`config.mk`:
```
export PLATFORM = sky130hd
export DESIGN_NAME = mcfq_ram
export DESIGN_NICKNAME = d
export VERILOG_FILES = /design/src/hw/rtl/mcfq_ram.sv
export SDC_FILE = /design/constraint.sdc
export NUM_CORES = 1
export LEC_CHECK = 0
export BUFFER_PORTS_ARGS = -buffer_cell sky130_fd_sc_hd__buf_4
export CAP_MARGIN = 15
export CORE_ASPECT_RATIO = 0.6
export CORE_MARGIN = 4
export CORE_UTILIZATION = 23
export CTS_BUF_LIST = sky130_fd_sc_hd__clkbuf_16
export DETAILED_ROUTE_END_ITERATION = 10
export GPL_TIMING_DRIVEN = 0
export PLACE_DENSITY_LB_ADDON = 0.15
export SLEW_MARGIN = 10
export SYNTH_ARGS = -nofsm -noshare
export SYNTH_HDL_FRONTEND = slang
export SYNTH_SLANG_ARGS = --single-unit
```
`constraint.sdc`:
```
create_clock -name clk -period 2 [get_ports clk]
set_input_delay 0.4 -clock clk [delete_from_list [all_inputs] [get_ports clk]]
set_output_delay 0.4 -clock clk [all_outputs]
set_load 0.01 [all_outputs]
```
`src/hw/rtl/mcfq_ram.sv`:
```
`timescale 1ns / 1ps
// ----------------------------------------------------------------------------
// mcfq_ram
// Simple dual-port RAM, one write port and one registered read port.
// ----------------------------------------------------------------------------
module mcfq_ram #(
  parameter int WIDTH = 8,
  parameter int DEPTH = 64
) (
  input  logic                     clk,
  input  logic                     we,
  input  logic [$clog2(DEPTH)-1:0] waddr,
  input  logic [WIDTH-1:0]         wdata,
  input  logic [$clog2(DEPTH)-1:0] raddr,
  output logic [WIDTH-1:0]         rdata
);

  logic [WIDTH-1:0] mem [DEPTH];

  // write port
  always_ff @(posedge clk) begin
    if (we) begin
      mem[waddr] <= wdata;
    end
  end

  // registered read
  always_ff @(posedge clk) begin
    rdata <= mem[raddr];
  end

endmodule

```
---- Word level (Yosys, flattened, before mapping) ----
Memories as Yosys holds them, arrays and structs flattened. A register that Yosys moved wholly into a read port is not among the register bits.
Cells that the tools add are included.
operators by class
  mux-type cells .......................... 2
operators by type and width
  cell               number
  1-bit two-way mux  2
storage, ports and cells
  output and inout port bits .............. 8
  bits of input ports ..................... 22
  memories ................................ 1
  bits in writable memories ............... 512
  register bits ........................... 0
  word-level logic and storage cells ...... 3
memory list
  memory  words  width  read ports  clocked after memory_dff  wr ports  line  source
  mem     64     8      1           1                         1         18    logic [WIDTH-1:0] mem [DEPTH];

---- Depth between registers and ports, before layout ----
  word-level depth ........................ 2
  gate-level depth with buffers ........... 9
  mapped depth without buffers ............ 5

---- Worst setup path after synthesis ----
No wires, ideal clock.
  path kind ............................... input to register
  start point ............................. input raddr[1]
  end point ............................... register rdata[3], read port of mem
  required time ........................... 1.872 ns
  slack ................................... -0.068 ns
  arrival time ............................ 1.940 ns
  path buffers ............................ 3
  setup time .............................. 0.128 ns
  stages on the path ...................... 7
  cells stage by stage .................... buf_4 -> buf_2 -> buf_2 -> mux4_2 -> mux4_2 -> o21ai_1 -> o41ai_1
RTL lines
  item                line  source
  start: declaration  14    input logic [$clog2(DEPTH)-1:0] raddr,
  end: declaration    15    output logic [WIDTH-1:0] rdata

==> results.yml <==
outcome:
  outcome: "finished with violations"
  failed_checks: "setup timing"
timing:
  final-max-slew-violation-count: 0
  max_freq_ghz: 0.4865
  finalSetupViolCount: 77
  timing.final.crit_period_ns: 2.055
  skew_ns: 0.03672
  timing.max_slew.rel_slack_pct: 34.59
  timing.final.hold_violations: 0
  min_period_over_period_pct: 102.8
  setup_ws_ns: -0.05537
  whs_ns: 0.3288
  grt_setup_unrepaired: "yes"
  worstMarginPinSlew_ns: 0.9775
synthesis:
  yosys.cell_types.count: 40
  yosys_register_bits: 520
  synth.net_count: 962
  synth-warning-count: 0
  synth.top_cell.area_share_pct: 76.24
  synth_top_cells_by_area: "edfxtp_1, mux4_2, nor2_1, mux2i_1, dfxtp_1"
  seq_area_frac_synth_pct: 77.03
  synthDominantAreaCellType: "edfxtp_1"
  post_synth_instance_area_sq_um: 20170
  synth_cells: 940
  avgSynthCellArea_sq_um: 21.45
critical_path:
  worst_setup_path_end_kind: "flip-flop"
  cell_by_cell_trace_of_the_critical_path: "mux4_2, mux2_2, a221oi_2, o2bb2ai_2"
  worst_ep_required_time_ns: 2.44
  critical_path_launch_point_type: "flip-flop"
  timing.critical_path.fanout_max: 1
  cpPeakStageDelay_ns: 0.53
  worstSetupPathType: "flip-flop to flip-flop"
  crit_slowest_cell: "a221oi_2"
  cp.arrival_ns: 2.50
clock_tree:
  clock_tree.root_cell: "clkbuf_16"
  cts_made_buffers: 50
  clock_tree_from_tritoncts: "built"
  clockBufferDepth: 3
  num_clock_sinks: 520
  clock_latency_ns: 0.61
  cts_clock_pin_slew_for_the_worst_setup_and_hold_paths_ns: 0.06
  htree_levels: 2
floorplanning:
  effective_utilization_at_floorplan_pct: 23.40
  core-area_sq_um: 86200
  std_cell_rows: 83
  die_area_sq_um: 92640
  num_io_pins: 30
  die_y_extent_um: 237.4
  fp.dieW_um: 390.3
placed_design:
  dpl.cell_count: 2113
  portBuffers: 21
  detailedPlacementHpwl_um: 40390
  dpl_worst_slack_ns: -1.584
  gp_routability_congestion: 0.7801
route:
  drtIter0Drc: 953
  met2_wirelength_um: 22680
  avgRoutedWirePerCell_um: 27.80
  drt_first_pass_iters: 4
  detail_route.wirelength.met1_um: 33840
  route.met3.wl_um: 3912
  detail-route-antenna-nets: 0
  routed-via-count: 9951
  detail_route.drc_violations: 0
  wl_um: 61610
  highest-signal-layer: "met4"
  route.detailed.vias_per_inst: 4.491
global_route:
  gr-total-overflow: 0
  grt_max_degree: 65
  grtUsageTotal_pct: 13.06
  antenna_found_initial: 3
  first_global_vias: 9924
  grt_first_pass_wirelength_um: 83980
cells_and_area:
  final_common_cell: "edfxtp_1"
  post-route-util_pct: 28.14
  most-common-layout-cells: "edfxtp_1, mux4_2, clkbuf_16"
  fillerInstances: 8535
  layout.cells.non_filler: 2216
  drive_gt1_share_pct: 36.59
  regArea_sq_um: 15530
  area_growth_pct: 20.28
  layout.nets: 1049
  footprint_of_the_multi_input_gates_sq_um: 4898
min_path:
  timing.hold.worst.class: "input port to flip-flop"
pwr:
  worst_ir_drop_vdd_v: 0.0004775
  power_leakage_nw: 7.290
  power_per_cell_area_nw_per_um2: 962.1
  finalPower_mw: 23.34
flow_run:
  max-cap-violations: 0
-- per-stage QoR --
step / setup TNS [ns] / instance area, sq um
final: -1.690 / 24260
after detailed placement: -348.35 / 21820
after global routing: -9.593 / 24250
after floorplan: 0 / 20180
after global placement: -337.51 / 21770
after CTS: -9.126 / 24000
-- cells in the mapped netlist --
| cell | number |
|---|---|
| edfxtp_1 | 512 |
| mux4_2 | 126 |
| nor2_1 | 83 |
| mux2i_1 | 23 |
| nand2_1 | 19 |
| clkbuf_1 | 17 |
| nor2b_1 | 14 |
| buf_4 | 13 |
| mux2_2 | 13 |
| nand3_1 | 13 |
| buf_2 | 11 |
| dfxtp_1 | 8 |
| o221ai_1 | 8 |
| o22ai_1 | 8 |
| nand2b_1 | 7 |
| nor3_1 | 7 |
| a221oi_1 | 6 |
| a211oi_1 | 4 |
| buf_1 | 4 |
| buf_6 | 4 |
| a21oi_1 | 3 |
| a22oi_1 | 3 |
| nand3b_1 | 3 |
| o2111ai_1 | 3 |
| o2bb2ai_1 | 3 |
| a2111oi_0 | 2 |
| buf_12 | 2 |
| nand4_1 | 2 |
| nor4_1 | 2 |
| o21a_1 | 2 |
| o21ai_0 | 2 |
| o21ai_1 | 2 |
| o221a_2 | 2 |
| o32ai_1 | 2 |
| o41ai_1 | 2 |
| a31oi_1 | 1 |
| and2_1 | 1 |
| nand4b_1 | 1 |
| o311ai_1 | 1 |
| or3_1 | 1 |
-- layer usage --
metal / GRT usage [%] / vias up
met5: 0 / -
met2: 16.08 / 282
met3: 3.469 / 80
met4: 2.774 / 0
met1: 21.93 / 5476
li1: - / 4113
-- worst max-delay path: cells and delay by family, from the launching register on --
| kind | cells | cell delay, ns |
|---|---|---|
| AOI/OAI and AO/OA | 2 | 0.70 |
| DFF | 1 | 0.37 |
| muxes | 2 | 0.82 |
-- registers in the layout, summed over array words and instances, names as in the netlist --
name,flops
rdata,8
mem,512
-- repair_timing --
item | in CTS | in global routing
pin swaps | 6 | 9
hold buffers | 0 | 0
buffers inserted | 6 | 4
setup endpoints to repair | 323 | 288
gates resized for setup | 137 | 54
-- path summary, 6_finish.rpt --
check	cells past startpoint	from	slack, ns	to
setup / recovery	4	mem[47][0]$_DFFE_PP_	-0.06	rdata[0]$_DFF_P_
hold / removal	2	raddr[5]	0.33	rdata[5]$_DFF_P_
setup reg to reg	4	mem[47][0]$_DFFE_PP_	-0.06	rdata[0]$_DFF_P_
hold reg to reg	4	mem[27][1]$_DFFE_PP_	0.96	rdata[1]$_DFF_P_
-- cell families after synthesis --
family,after synthesis,share of synthesized area (%)
flip-flops,520,77.03
AO/OA/AOI/OAI,54,2.072
multiplexers,162,15.94
buffers and inverters,51,1.570
AND/OR/NAND/NOR,153,3.387
-- report_power, final --
| group | leakage [nW] | switching, mW | total, mW | internal (mW) |
|---|---|---|---|---|
| registers | 4.67 | 0.0215 | 12.1 | 12.1 |
| clock network | 0.842 | 4.27 | 9.72 | 5.45 |
| logic | 1.77 | 0.994 | 1.53 | 0.541 |
-- area by class of cell --
class,instances,share of cell area [%]
sequential,520,64.05
multi-input combinational,369,20.19
tap,1147,5.917
clock buffer,50,5.158
buffer,50,1.976
clock inverter,41,1.532
timing repair buffer,36,1.145
antenna,3,0.03095
(Power assumes the default switching activity.)
